`src/mdds_pkg.sv`:
```
package mdds_pkg;

    // Phase accumulator width and quarter-wave table address width.
    localparam int PHASE_BITS    = 32;
    localparam int LUT_ADDR_BITS = 10;

    // The table holds a quarter wave plus its end point.
    localparam int ROM_LEN  = (1 << LUT_ADDR_BITS) + 1;
    localparam int ROM_AW   = LUT_ADDR_BITS + 1;
    localparam int IDX_W    = LUT_ADDR_BITS + 2;

    // Step register width and the width used to compare it with half a cycle.
    localparam int STEP_W   = 32;
    localparam int STEP_CMP_W = (PHASE_BITS > STEP_W) ? PHASE_BITS : STEP_W;

    localparam logic [PHASE_BITS-1:0] PHASE_HALF = {1'b1, {(PHASE_BITS-1){1'b0}}};

    // Waveform samples and scaled outputs are 17-bit two's complement.
    localparam int WAVE_W = 17;
    localparam int AMP_W  = 16;
    localparam int PROD_W = WAVE_W + AMP_W;

    // Queue depths between and after the two halves (powers of two).
    localparam int PQ_DEPTH  = 2;
    localparam int PQ_PTR_W  = $clog2(PQ_DEPTH);
    localparam int PQ_CNT_W  = $clog2(PQ_DEPTH + 1);
    localparam int OQ_DEPTH  = 4;
    localparam int OQ_PTR_W  = $clog2(OQ_DEPTH);
    localparam int OQ_CNT_W  = $clog2(OQ_DEPTH + 1);

    localparam logic [63:0] Q30_HALF_PI = 64'd1686629713;
    localparam logic signed [63:0] Q30_ONE = 64'sd1073741824;

    typedef enum logic [1:0] {
        REG_PHASE_STEP = 2'd0,
        REG_AMPLITUDE  = 2'd1,
        REG_OFFSET     = 2'd2
    } t_reg_idx;

    typedef struct packed {
        logic        [STEP_W-1:0] phase_step;
        logic signed [AMP_W-1:0]  amplitude;
        logic signed [AMP_W-1:0]  offset;
    } t_cfg;

    typedef struct packed {
        logic signed [WAVE_W-1:0] square;
        logic signed [WAVE_W-1:0] sawtooth;
        logic signed [WAVE_W-1:0] triangle;
        logic signed [WAVE_W-1:0] sine;
        logic signed [WAVE_W-1:0] cosine;
        logic                     clock;
    } t_result;

    typedef logic [ROM_LEN-1:0][15:0] t_rom;

    // Quarter-wave sine table: entry k is sin(pi/2 * k / 2^L) in Q1.15,
    // evaluated as a Q2.30 Taylor series with terms up to x^13.
    function automatic t_rom build_rom();
        t_rom                r;
        logic [63:0]         x;
        logic [63:0]         x2;
        logic [63:0]         term;
        logic signed [63:0]  sum;
        for (int k = 0; k < ROM_LEN; k++) begin
            x    = (Q30_HALF_PI * 64'(k)) >> LUT_ADDR_BITS;
            x2   = (x * x) >> 30;
            sum  = $signed(x);
            term = ((x * x2) >> 30) / 64'd6;
            sum  = sum - $signed(term);
            term = ((term * x2) >> 30) / 64'd20;
            sum  = sum + $signed(term);
            term = ((term * x2) >> 30) / 64'd42;
            sum  = sum - $signed(term);
            term = ((term * x2) >> 30) / 64'd72;
            sum  = sum + $signed(term);
            term = ((term * x2) >> 30) / 64'd110;
            sum  = sum - $signed(term);
            term = ((term * x2) >> 30) / 64'd156;
            sum  = sum + $signed(term);
            if (sum < 0) begin
                sum = 64'sd0;
            end
            if (sum > Q30_ONE) begin
                sum = Q30_ONE;
            end
            r[k] = 16'((sum + 64'sd16384) >>> 15);
        end
        return r;
    endfunction

    localparam t_rom SINE_ROM = build_rom();

endpackage

```
`src/mdds_phase_queue.sv`:
```
module mdds_phase_queue (
    input  logic                                i_clk,
    input  logic                                i_rst_n,
    input  logic                                i_push,
    input  logic [mdds_pkg::PHASE_BITS-1:0]     i_phase,
    output logic                                o_full,
    input  logic                                i_pop,
    output logic                                o_empty,
    output logic [mdds_pkg::PHASE_BITS-1:0]     o_phase
);

    logic [mdds_pkg::PHASE_BITS-1:0] r_mem [mdds_pkg::PQ_DEPTH];
    logic [mdds_pkg::PQ_PTR_W-1:0]   r_wr;
    logic [mdds_pkg::PQ_PTR_W-1:0]   r_rd;
    logic [mdds_pkg::PQ_CNT_W-1:0]   r_cnt;
    logic [mdds_pkg::PQ_CNT_W-1:0]   n_cnt;
    logic                            do_push;
    logic                            do_pop;

    assign o_full  = (r_cnt == mdds_pkg::PQ_CNT_W'(mdds_pkg::PQ_DEPTH));
    assign o_empty = (r_cnt == '0);
    assign do_push = i_push && !o_full;
    assign do_pop  = i_pop && !o_empty;
    assign o_phase = r_mem[r_rd];

    always_comb begin
        n_cnt = r_cnt;
        if (do_push && !do_pop) begin
            n_cnt = r_cnt + 1'b1;
        end else if (do_pop && !do_push) begin
            n_cnt = r_cnt - 1'b1;
        end
    end

    always_ff @(posedge i_clk) begin
        if (!i_rst_n) begin
            r_wr  <= '0;
            r_rd  <= '0;
            r_cnt <= '0;
        end else begin
            r_cnt <= n_cnt;
            if (do_push) begin
                r_wr <= r_wr + 1'b1;
            end
            if (do_pop) begin
                r_rd <= r_rd + 1'b1;
            end
        end
    end

    always_ff @(posedge i_clk) begin
        if (do_push) begin
            r_mem[r_wr] <= i_phase;
        end
    end

endmodule

```
`config.mk`:
```
export PLATFORM = sky130hd
export DESIGN_NAME = mdds_phase_queue
export DESIGN_NICKNAME = d
export VERILOG_FILES = /design/src/mdds_pkg.sv /design/src/mdds_phase_queue.sv
export SDC_FILE = /design/constraint.sdc
export NUM_CORES = 1
export LEC_CHECK = 0
export BUFFER_PORTS_ARGS = -buffer_cell sky130_fd_sc_hd__buf_2
export CORE_AREA = 8 8 85 87
export DETAILED_ROUTE_END_ITERATION = 8
export DIE_AREA = 0 0 93 95
export PLACE_DENSITY = 0.68
export SLEW_MARGIN = 20
export SYNTH_ARGS = -nofsm -noshare
export SYNTH_HDL_FRONTEND = slang
export SYNTH_SLANG_ARGS = --single-unit
```
`constraint.sdc`:
```
create_clock -name i_clk -period 2.6 [get_ports i_clk]
set_input_delay 0.26 -clock i_clk [delete_from_list [all_inputs] [get_ports i_clk]]
set_output_delay 0.26 -clock i_clk [all_outputs]
set_load 0.01 [all_outputs]
```
# Word-level counts from Yosys, hierarchy flattened
# Memories as Yosys holds them, arrays and structs flattened. A register that Yosys moved wholly into a read port is not among the register bits.
# Cells that the tools add are included.
op_classes:
  reduce_logical: 10
  eq_ne: 1
  muxes: 6
  addsub: 4
ops:
  columns: ["cell", "n"]
  rows:
  - ["logical AND 1 bit", 4]
  - ["zero test 1 bit", 4]
  - ["two-way mux 1 bit", 4]
  - ["two-way mux 2 bit", 2]
  - ["adder 1 bit, second input constant", 2]
  - ["adder 2 x 1 -> 2 bit, second input constant", 1]
  - ["equality test 2 bit, second input constant", 1]
  - ["zero test 2 bit", 1]
  - ["nonzero test 2 bit", 1]
  - ["subtractor 2 x 1 -> 2 bit, second input constant", 1]
word_totals:
  ramBits: 64
  regBits: 4
  in_bits: 36
  elab_cells: 25
  memories: 1
  output_inout_bits: 34
memory_table:
  columns: ["name", "words", "width", "rd", "rd_clocked_by_memory_dff", "wr", "line", "rtl"]
  rows:
  - ["r_mem", 2, 32, 1, 1, 1, "mdds_phase_queue.sv:12", "logic [mdds_pkg::PHASE_BITS-1:0] r_mem [mdds_pkg::PQ_DEPTH];"]

# Logic depth before layout (Yosys ltp)
logic_depth:
  word_depth: 7
  depth_mapped: 7
  depth_no_buf: 7

# Least setup slack after synthesis
# Ideal clock, no wire load.
synth_path:
  path_type: "reg2reg"
  start: "register r_cnt[0] in the netlist's numbering"
  end: "memory r_mem[0][0] in the netlist's numbering (enable)"
  path_slack_ps: 289
  n_path_buf: 0
  period_less_slack_ps: 2311
  arrival_time_ps: 1894
  setup_time_ps: 417
  path_stages_with_launch: 4
  required_ps: 2183
  cell_sequence: "dfxtp_1 -> nand2b_1 -> inv_2 -> nor3_2"
synth_via:
  elab_chain_cells: 5
synth_lines:
  columns: ["element", "line", "rtl"]
  rows:
  - ["start, declared", "mdds_phase_queue.sv:15", "logic [mdds_pkg::PQ_CNT_W-1:0] r_cnt;"]
  - ["start signal, assigned", "mdds_phase_queue.sv:41", "r_cnt <= n_cnt;"]
  - ["equality test 2 bit", "mdds_phase_queue.sv:20", "assign o_full = (r_cnt == mdds_pkg::PQ_CNT_W'(mdds_pkg::PQ_DEPTH));"]
  - ["net o_full", "mdds_phase_queue.sv:6", "output logic o_full,"]
  - ["zero test 1 bit", "mdds_phase_queue.sv:22", "assign do_push = i_push && !o_full;"]
  - ["logical AND 1 bit", "mdds_phase_queue.sv:22", null]
  - ["two-way mux 1 bit", "mdds_phase_queue.sv:52", "if (do_push) begin"]
  - ["two-way mux 1 bit (not written as such)", "mdds_phase_queue.sv:53", "r_mem[r_wr] <= i_phase;"]
  - ["end, declared", "mdds_phase_queue.sv:12", null]
# The timed path passes the listed nets, and every way through them passes these cells.

==> results.ini <==
[grt]
grt_overflow = 0
antenna_found_initial = 0
grtUsageTotal_pct = 10.93
grt_max_degree = 22
grt_pass1_wl_um = 7072
grt_pass1_vias = 1422

[logic_synthesis]
synthTopCellsByArea = edfxtp_1 (76%), mux2_2 (12%), dfxtp_1 (3.9%)
synth_most_common_cell = edfxtp_1
syn_avg_cell_area_um2 = 20.29
ys_seq_area_share_pct = 79.72
syn_area_um2 = 2536
synth_edf_count = 64
synth_nets = 162
synth_top_area_share_pct = 75.78
synthCells = 125
synth_common_cells = edfxtp_1 (64), mux2_2 (27), dfxtp_1 (5), mux2_1 (5), buf_2 (4)
synth.distinct_cells = 21
yosys_register_bits = 69
ys_async_sr_fraction_pct = 0
synth-main-ff-cell = edfxtp_1
yosys.area.top_type = edfxtp_1
yosysWarnings = 0

[job]
cap_violations = 0

[power_and_ir_drop]
cellLeakagePower_uw = 0.001209
peakVddDrop_uv = 465.8
power.density_nw_per_um2 = 956.5

[clocking]
clkLatencyLatePin_ns = 0.33
cts_buffer_depth = 2
clock-sinks = 69
htreeDepth = 3
hold_buffers = 0
cts_buffers = 9
cts_tree = done
clkTransAtPathRegs_ns = 0.07
cts_resized = 0
cts-root-buf = clkbuf_8
postCtsSetupRepairBufs = 0

[drt]
dr_total_vias = 1343
ant_nets = 0
drtIter0Drc = 40
drt-total-wl_um = 4584
wl_per_cell_um = 15.97
drt-pass1-iter-count = 4
drt-vias-per-instance = 4.679
drc = 0

[worst_setup_path]
rr_endpoint = r_cnt[1]$_SDFFE_PN0P_
cp_max_fo = 21
arrival_ns = 1.46
crit_path_end_kind = output pin
reg2regPathDepth = 6
r2r-start = r_cnt[0]$_SDFFE_PN0P_
critPathKind = flop to output pin
r2r_slack_ns = 1.02
cp-start-kind = flop
required_ns = 2.34

[cells_and_area]
final_util_pct = 54.73
final_layout_size_suffix_gt1_share_pct = 53.77
instances_no_fill = 287
finalNetCount = 244
diodes = 0
syn2layout_area_growth_pct = 25.51

[timing]
setup_violations = 0
fin_hold_ws_ns = 0.1166
fin_crit_ns = 1.718
min_period_over_period_pct = 66.08
tightest_slew_ns = 0.2960
fin_tns_setup_ns = 0
relSlewSlack_pct = 80.27
finalClockSkew_ns = 0.004275
hold_viol = 0
rsz0062_at_grt = false
slew_violations = 0
fmax_mhz = 582.1

[floorplanning]
die-area_um2 = 8835
rows = 28
io-pin-count = 70
core_area_um2 = 5816
die_w_um = 93
die_h_um = 95
start_util_pct = 43.61

[placed_design]
hpwl_um = 3249
dp.cells = 271
portBuffers = 69
place.gp.congestion = 0.7257

[run_status]
outcome = finished, final reports clean

[min_path]
worstHoldStart = i_phase[19]
holdPathStages = 1
hp-class = input pin to flop
hold_end = r_mem[0][19]$_DFFE_PP_

-- registers in the layout, summed over array words and instances (netlist names), named ones only --
register	cells
r_wr	1
r_rd	1
r_cnt	2
r_mem	64
-- power breakdown --
part	total [uW]	leakage [uW]	internal, uW	switching (uW)
clock network	792	0.0000863	442	349
logic	807	0.000484	385	422
registers	1450	0.000639	1400	48.0
-- metal layers --
| layer | share of wire (%) | GRT usage [%] |
|---|---|---|
| met4 | 1.8 | 5.235 |
| met3 | 8.2 | 5.952 |
| met2 | 50 | 17.34 |
| met1 | 40 | 11.76 |
| met5 | 0 | 0 |
-- kinds of logic (layout without fill, tap and decap cells) --
group	count (synthesis)	after routing	synth area share, %
adder cells (fa/ha/maj)	1	1	0.4933
flip-flops	69	69	79.72
multiplexers	32	32	14.21
AND/OR/NAND/NOR	9	9	2.171
AO/OA/AOI/OAI	5	5	1.283
buffers and inverters	6	93	1.085
XOR/XNOR	3	3	1.036
-- through the flow --
step                cell area, um^2  total power, uW  setup WS [ns]
floorplan                      2536             1975         0.2886
global placement               3007             2286          1.080
detailed placement             3007             2296          1.012
CTS                            3183             3095         0.8395
global route                   3183             3221         0.7828
finish                         3183             3045         0.8820
-- cells in the final DEF, fill, tap and decap left out, types with 2 or more instances in the layout --
master    count
buf_2        69
edfxtp_1     64
mux2_2       27
clkbuf_8      9
buf_4         6
mux2_1        5
dfxtp_1       5
clkbuf_1      5
and2_1        3
nor2_1        2
xnor2_1       2
-- worst max-delay path, cell delays in order (launching register included) --
cell and delay (ns):
dfxtp_1 0.32, buf_4 0.28, mux2_2 0.38, buf_2 0.14
-- final cells by class --
class,count,area [um^2]
Fill cell,496,2633
Sequential cell,69,2022
Multi-Input combinational cell,50,493.0
Timing Repair Buffer,75,390.4
Clock buffer,14,142.6
Tap cell,75,93.84
Clock inverter,2,33.78
Inverter,2,7.507
-- worst max path at each step --
stage,depth (start not counted),to
global route,3,o_phase[10]
finish,3,o_phase[4]
floorplan,3,r_mem[0][0]$_DFFE_PP_
CTS,3,o_phase[10]
detailed placement,6,r_cnt[1]$_SDFFE_PN0P_
global placement,6,r_cnt[1]$_SDFFE_PN0P_
Power figures use the tool's default switching activity.
