### src/mdds_pkg.sv
package mdds_pkg;

    // Phase accumulator width and quarter-wave table address width.
    localparam int PHASE_BITS    = 32;
    localparam int LUT_ADDR_BITS = 10;

    // The table holds a quarter wave plus its end point.
    localparam int ROM_LEN  = (1 << LUT_ADDR_BITS) + 1;
    localparam int ROM_AW   = LUT_ADDR_BITS + 1;
    localparam int IDX_W    = LUT_ADDR_BITS + 2;

    // Step register width and the width used to compare it with half a cycle.
    localparam int STEP_W   = 32;
    localparam int STEP_CMP_W = (PHASE_BITS > STEP_W) ? PHASE_BITS : STEP_W;

    localparam logic [PHASE_BITS-1:0] PHASE_HALF = {1'b1, {(PHASE_BITS-1){1'b0}}};

    // Waveform samples and scaled outputs are 17-bit two's complement.
    localparam int WAVE_W = 17;
    localparam int AMP_W  = 16;
    localparam int PROD_W = WAVE_W + AMP_W;

    // Queue depths between and after the two halves (powers of two).
    localparam int PQ_DEPTH  = 2;
    localparam int PQ_PTR_W  = $clog2(PQ_DEPTH);
    localparam int PQ_CNT_W  = $clog2(PQ_DEPTH + 1);
    localparam int OQ_DEPTH  = 4;
    localparam int OQ_PTR_W  = $clog2(OQ_DEPTH);
    localparam int OQ_CNT_W  = $clog2(OQ_DEPTH + 1);

    localparam logic [63:0] Q30_HALF_PI = 64'd1686629713;
    localparam logic signed [63:0] Q30_ONE = 64'sd1073741824;

    typedef enum logic [1:0] {
        REG_PHASE_STEP = 2'd0,
        REG_AMPLITUDE  = 2'd1,
        REG_OFFSET     = 2'd2
    } t_reg_idx;

    typedef struct packed {
        logic        [STEP_W-1:0] phase_step;
        logic signed [AMP_W-1:0]  amplitude;
        logic signed [AMP_W-1:0]  offset;
    } t_cfg;

    typedef struct packed {
        logic signed [WAVE_W-1:0] square;
        logic signed [WAVE_W-1:0] sawtooth;
        logic signed [WAVE_W-1:0] triangle;
        logic signed [WAVE_W-1:0] sine;
        logic signed [WAVE_W-1:0] cosine;
        logic                     clock;
    } t_result;

    typedef logic [ROM_LEN-1:0][15:0] t_rom;

    // Quarter-wave sine table: entry k is sin(pi/2 * k / 2^L) in Q1.15,
    // evaluated as a Q2.30 Taylor series with terms up to x^13.
    function automatic t_rom build_rom();
        t_rom                r;
        logic [63:0]         x;
        logic [63:0]         x2;
        logic [63:0]         term;
        logic signed [63:0]  sum;
        for (int k = 0; k < ROM_LEN; k++) begin
            x    = (Q30_HALF_PI * 64'(k)) >> LUT_ADDR_BITS;
            x2   = (x * x) >> 30;
            sum  = $signed(x);
            term = ((x * x2) >> 30) / 64'd6;
            sum  = sum - $signed(term);
            term = ((term * x2) >> 30) / 64'd20;
            sum  = sum + $signed(term);
            term = ((term * x2) >> 30) / 64'd42;
            sum  = sum - $signed(term);
            term = ((term * x2) >> 30) / 64'd72;
            sum  = sum + $signed(term);
            term = ((term * x2) >> 30) / 64'd110;
            sum  = sum - $signed(term);
            term = ((term * x2) >> 30) / 64'd156;
            sum  = sum + $signed(term);
            if (sum < 0) begin
                sum = 64'sd0;
            end
            if (sum > Q30_ONE) begin
                sum = Q30_ONE;
            end
            r[k] = 16'((sum + 64'sd16384) >>> 15);
        end
        return r;
    endfunction

    localparam t_rom SINE_ROM = build_rom();

endpackage

### src/mdds_front.sv
module mdds_front (
    input  logic                                i_clk,
    input  logic                                i_rst_n,
    input  mdds_pkg::t_cfg                      i_cfg,
    input  logic                                i_push,
    input  logic                                i_reset_phase,
    output logic                                o_full,
    output logic                                o_q_push,
    output logic [mdds_pkg::PHASE_BITS-1:0]     o_q_phase,
    input  logic                                i_q_full
);

    logic [mdds_pkg::PHASE_BITS-1:0] r_phase;
    logic [mdds_pkg::PHASE_BITS-1:0] n_phase;
    logic [mdds_pkg::PHASE_BITS-1:0] step;
    logic [mdds_pkg::STEP_CMP_W-1:0] step_ext;
    logic [mdds_pkg::STEP_CMP_W-1:0] half_ext;
    logic                            accept;

    assign accept   = i_push && !i_q_full;
    assign o_full   = i_q_full;
    assign step_ext = mdds_pkg::STEP_CMP_W'(i_cfg.phase_step);
    assign half_ext = mdds_pkg::STEP_CMP_W'(mdds_pkg::PHASE_HALF);

    // Steps above the Nyquist limit are held at exactly half a cycle.
    always_comb begin
        if (step_ext > half_ext) begin
            step = mdds_pkg::PHASE_HALF;
        end else begin
            step = step_ext[mdds_pkg::PHASE_BITS-1:0];
        end
        if (i_reset_phase) begin
            n_phase = mdds_pkg::PHASE_HALF;
        end else begin
            n_phase = r_phase + step;
        end
    end

    always_ff @(posedge i_clk) begin
        if (!i_rst_n) begin
            r_phase <= '0;
        end else if (accept) begin
            r_phase <= n_phase;
        end
    end

    assign o_q_push  = accept;
    assign o_q_phase = n_phase;

endmodule

### config.mk
export PLATFORM = sky130hd
export DESIGN_NAME = mdds_front
export DESIGN_NICKNAME = d
export VERILOG_FILES = /design/src/mdds_pkg.sv /design/src/mdds_front.sv
export SDC_FILE = /design/constraint.sdc
export NUM_CORES = 1
export LEC_CHECK = 0
export ABC_AREA = 0
export BUFFER_PORTS_ARGS = -buffer_cell sky130_fd_sc_hd__buf_2
export CAP_MARGIN = 0
export CORE_MARGIN = 4
export CORE_UTILIZATION = 49
export CTS_CLUSTER_DIAMETER = 200
export CTS_CLUSTER_SIZE = 25
export DETAILED_ROUTE_END_ITERATION = 10
export PLACE_DENSITY = 0.77
export SLEW_MARGIN = 15
export SYNTH_ARGS = -nofsm -noshare
export SYNTH_HDL_FRONTEND = slang
export SYNTH_SLANG_ARGS = --single-unit
export TNS_END_PERCENT = 1
### constraint.sdc
create_clock -name i_clk -period 10.44 [get_ports i_clk]
set_input_delay 0.522 -clock i_clk [delete_from_list [all_inputs] [get_ports i_clk]]
set_output_delay 0.522 -clock i_clk [all_outputs]
set_load 0.005 [all_outputs]
== Word level (Yosys, flattened, before mapping) ==
Index checks and enable logic that the tools add are counted.

* Output and inout bits: 34
* Bits in registers: 32
* Logic and storage cells: 7

* $add $sub $neg: 1
* Order comparisons: 1
* Muxes and demuxes: 2
* Reductions and logical operators: 2

{| class="wikitable"
|+ Operator list
! kind !! count
|-
| $mux W32 || 2
|-
| $add A32 B32 Y32 || 1
|-
| $gt A32 B32 Y1 const B || 1
|-
| $logic_and A1 B1 Y1 || 1
|-
| $logic_not A1 Y1 || 1
|}

== Longest topological paths before layout ==
* Word-level depth: 4
* Depth in mapped cells: 17
* Mapped depth without buffers: 16

== Worst setup path after synthesis ==
No wires, ideal clock.

* Path kind: in2out
* Start: input i_cfg[42] in the netlist's numbering
* End: output o_q_phase[30] in the netlist's numbering
* Stages on the path: 17
* Setup slack: 6.199 ns
* Arrival: 3.719 ns
* Cell sequence: nor4_1 nand4_1 o21ai_0 clkbuf_1 and2_1 ha_1 inv_1 fa_1 and2b_2 o211ai_4 a31oi_4 a41oi_4 o21ai_4 a31oi_2 o41ai_2 xor2_1 and2_1

* Longest elaborated chain between the ends: 4

{| class="wikitable"
|+ RTL lines
! item !! line !! text
|-
| start, declared || mdds_front.sv:4 || <nowiki>input mdds_pkg::t_cfg i_cfg,</nowiki>
|-
| $gt A32 B32 Y1 || mdds_front.sv:27 || <nowiki>if (step_ext > half_ext) begin</nowiki>
|-
| $mux W32 (*) || mdds_front.sv:27 ||
|-
| $add A32 B32 Y32 (*) || mdds_front.sv:35 || <nowiki>n_phase = r_phase + step;</nowiki>
|-
| $mux W32 (*) || mdds_front.sv:32 || <nowiki>if (i_reset_phase) begin</nowiki>
|-
| end, declared || mdds_front.sv:9 || <nowiki>output logic [mdds_pkg::PHASE_BITS-1:0] o_q_phase,</nowiki>
|}

Mark *: on every way between the ends. The rest lies on a longest branch, timed or not.

== Final worst setup path ==
Same ends and word-level chain as after synthesis.

==> results.md <==
Outcome:
- The run finished with clean final reports.

Power:
- The design internal power is ~0.21 mW.
- Per report_power, the sequential group accounts for 40.5% of the total.
- The design draws between 0.3 and 0.4 mW.
- The maximum vdd drop is between 60 and 70 uV.
- Of the total power, the share spent switching nets is 32.5%.
- Power spread over the standard cell area amounts to 83.3 nW/um^2.
- Of the total power, combinational logic draws between 20% and 30%.
- The leakage power is 1.76 nW.
- The clock share of power is 33.7%.
- Summed over all nets, the switching power comes to slightly above 0.1 mW.

Die:
- The floorplan step defined a core boundary enclosing 6460 sq um.
- In this run the vertical extent of the chip is between 90 and 100 um.
- The starting density of the core is roughly 51%.
- The die covers just over 8000 sq um.
- Pin placement for this block handled between 100 and 150 I/O pins.
- In this run the horizontal extent of the chip is ~90 um.
- The floorplan has 29 rows.

CTS:
- The CTS tree is yes.
- After clock tree synthesis, the repair step resized 0 gates.
- The number of H-tree levels is 2.
- The clock transition at the registers of the reported paths is approximately 0.070 ns.
- The count of buffers added by post-CTS timing repair for setup is 0.
- In this run the deepest clock path goes through 2 buffers.
- The root buffer cell is clkbuf_8.
- The clock insertion delay at the later pin of the skew report is ~0.29 ns.
- For this design, the sink count on the clock tree is 32.
- In this run, CTS created clock tree buffers numbering 5.
- The total of hold buffers inserted after clock tree synthesis is 0.

Logic synthesis:
- The number of warnings printed during yosys synthesis is 0.
- Counting every net in the synthesized netlist gives around 550.
- Synthesis produced a netlist whose cell count is about 450.
- The biggest area consumer among synthesized cells is dfxtp_1.
- The count of flip-flops with a built-in enable after synthesis is 0.
- The cell area that synthesis handed to floorplanning was 3310 sq um.
- The register bit total from synthesis is 32.
- Synthesis instantiated 63 different standard cells from the library.
- The most common cell in the synthesized netlist is nand2_1.
- Counting flops with an async set or reset pin after synthesis yields a share of 0%.
- By count the netlist is led by nand2_1 (57), a21oi_1 (37), nor2_1 (37), and2_1 (36), dfxtp_1 (32).
- A synthesized cell averages between 7 and 8 sq um.
- The sequential element share of the synthesized area is 19.3%.
- The main flop type after synthesis is dfxtp_1.
- After synthesis, the cell types taking the most area are dfxtp_1 (19%), ha_1 (12%), and2_1 (6.8%), nand2_1 (6.5%), a21oi_1 (5.6%).
- The top-area cell type share of the netlist area is 19.3%.

Global route:
- The pin count of the biggest net entering global routing is 43.
- The global-route wire length before repair is around 15000 um.
- The initial antenna violation count is 0.
- The number of global-route vias before repair came to about 3.3k.
- For this run, the total global-route usage over all layers was measured as 22.1%.
- Global routing consumed, on the met2 layer, 37.5% of the routing resources.
- Global routing consumed, on the met1 layer, about 29% of the routing resources.
- For this run the aggregate overflow at the end of global routing stands at 0.
- The global routing usage on met3 is under 10%.
- The layer flagged by global routing as most heavily used is met2.

Timing:
- The worst path in the final design needs a cycle of approximately 5.2 ns, including I/O delays and setup.
- The post-layout worst setup margin is around 5.3 ns.
- The final-report max-slew violation count was 0.
- At the pin with the least slew margin, the transition time is around 0.85 ns.
- The number of failing hold endpoints at the final stage was 0.
- Hold timing on the final database bottoms out at a slack of between 0.4 and 0.5 ns.
- For the final routed database, the setup TNS stands at 0 ns.
- For this run, the top clock speed supported by timing is approximately 0.19 GHz.
- Setup violations remaining at the end of the flow were counted as 0.
- On the final layout, the worst clock skew is ~0.0086 ns.
- After layout, the worst path uses 49.5% of the clock period.
- Measured against its own limit, the worst slew margin works out to 42.9%.
- Setup repair after global routing left no endpoint under its margin.

Routing:
- Dividing the detail-routed wire length by the instance count gives between 15 and 20 um.
- The number of antenna-violating nets in the routed design is 0.
- The number of DRC violations after detailed routing is 0.
- The via count normalized by instance count is about 5.8.
- For this run, the detailed router's first-pass iteration total came to 4.
- The wire length after detailed routing is ~9000 um.
- The detailed router placed 3359 vias in this run.
- The detailed router's first-iteration violation count is roughly 160.

Worst setup path:
- The worst setup path is of the input port to output pin kind.
- In this run the register-to-register setup slack is 7.42 ns.
- The cell count of the worst reg-to-reg path is 12.
- For the worst setup path, the data required time is ~9.9 ns.
- STA classifies the critical path endpoint as an output pin.
- The kind of start point of the critical path is an input port.
- The maximum net fanout on the critical path is 29.
- The endpoint arrival time on the critical path is about 4.6 ns.
- The launch point of the worst reg-to-reg path is r_phase[0].
- The endpoint identified for the worst register-to-register timing path is r_phase[30].

Place:
- Routability-driven placement finished with a final weighted congestion of between 0.8 and 0.9.
- At the placement stage, the worst setup path has a slack of ~5.3 ns.
- After detailed placement, the design holds a cell count of 569.
- After legalization and detailed placement, the total HPWL measured approximately 6800 um.
- Port buffering added 70 buffers.
- The cell area reported after detailed placement is 3660 sq um.

Cells and area:
- The register bank with the most flops is r_phase.
- The largest registers in the layout are r_phase: 32 flops.
- The register with the most flip-flops in the layout has 32 of them.
- The finished cells cover about 3800 sq um.
- The number of inserted diodes is 0.
- Once layout is complete, the utilization of the core stands at slightly below 60%.
- The post-route non-filler standard cell count is 577.
- Of the cells placed in the final design, the portion with a size suffix greater than 1 is between 10% and 20%.
- The area growth from synthesis to layout is 13.3%.
- At the end of the flow, the number of nets in the layout was 600.

Worst hold path:
- The startpoint of the most critical hold path is r_phase[25].
- The worst hold path belongs to the class flip-flop to flip-flop.
- The capture endpoint of the worst hold path is r_phase[25].
- Counting instances, the worst hold path has a depth of 2.

Flow run:
- The reported max-cap violation count is 0.
how the worst max path moves through the flow:
stage / from / endpoint / slack [ns]
after global routing: i_cfg[34] / o_q_phase[30] / 4.96
after global placement: i_cfg[34] / o_q_phase[30] / 5.35
after CTS: i_cfg[42] / o_q_phase[30] / 5.27
final: i_cfg[42] / o_q_phase[30] / 5.27
after floorplan: i_cfg[42] / o_q_phase[30] / 6.20
after detailed placement: i_cfg[42] / o_q_phase[30] / 5.30
metal layers:
layer | vias to the layer above | routed length [um] | part of all wire [%]
met5 | - | 0 | 0
met4 | 0 | 153 | 1.7
met3 | 17 | 579 | 6.4
met2 | 98 | 4170 | 46
met1 | 1535 | 4090 | 45
li1 | 1709 | - | -
logic make-up after synthesis:
family | after synthesis | synth area share (%)
flops | 32 | 19.3
compound gates | 119 | 26.5
fa+ha+maj | 32 | 12.3
buf+inv | 38 | 4.50
mux | 2 | 0.604
simple gates | 198 | 29.6
xor+xnor | 27 | 7.14
layout by cell type (no fill, tap or decap), types with 5 or more instances in the layout:
master,synthesis,routed
a211oi_1,5,5
nor4_1,7,7
a21oi_1,37,37
nand4_1,7,7
dfxtp_1,32,32
nand2_1,57,57
inv_1,9,9
nor3_1,9,9
nor2b_1,8,8
o21ai_0,11,10
a31oi_1,5,5
buf_2,2,70
nor2_1,37,37
xor2_1,13,13
ha_1,31,31
a21o_1,16,16
and2_1,36,36
clkbuf_8,0,6
xnor2_1,14,14
nand3_1,19,19
critical path, cell delays in order:
cell and delay [ns]:
buf_2 0.10, nor4_1 0.45, nand4_1 0.22, o21ai_1 0.17
buf_4 0.28, and2_1 0.17, ha_1 0.18, inv_1 0.07
fa_1 0.38, and2b_2 0.27, o211ai_4 0.09, a31oi_4 0.27
a41oi_4 0.19, o21ai_4 0.24, a31oi_2 0.17, o41ai_2 0.34
xor2_1 0.24, and2_1 0.15, buf_2 0.10
final cells by class:
type	instances	area [sq um]
Inverter	10	37.5
Tap cell	77	96.3
Fill cell	632	2710
Timing Repair Buffer	72	365
Multi-Input combinational cell	378	2520
Clock buffer	8	90.1
Sequential cell	32	641
power groups by stage:
stage | clock [mW] | sequential [mW] | combinational (mW)
6_report | 0.106 | 0.127 | 0.0806
3_3_place_gp | 0 | 0.129 | 0.0789
4_1_cts | 0.107 | 0.127 | 0.0807
3_5_place_dp | 0 | 0.129 | 0.0802
5_1_grt | 0.111 | 0.127 | 0.0899
2_1_floorplan | 0 | 0.129 | 0.0536
Power figures use the tool's default switching activity.
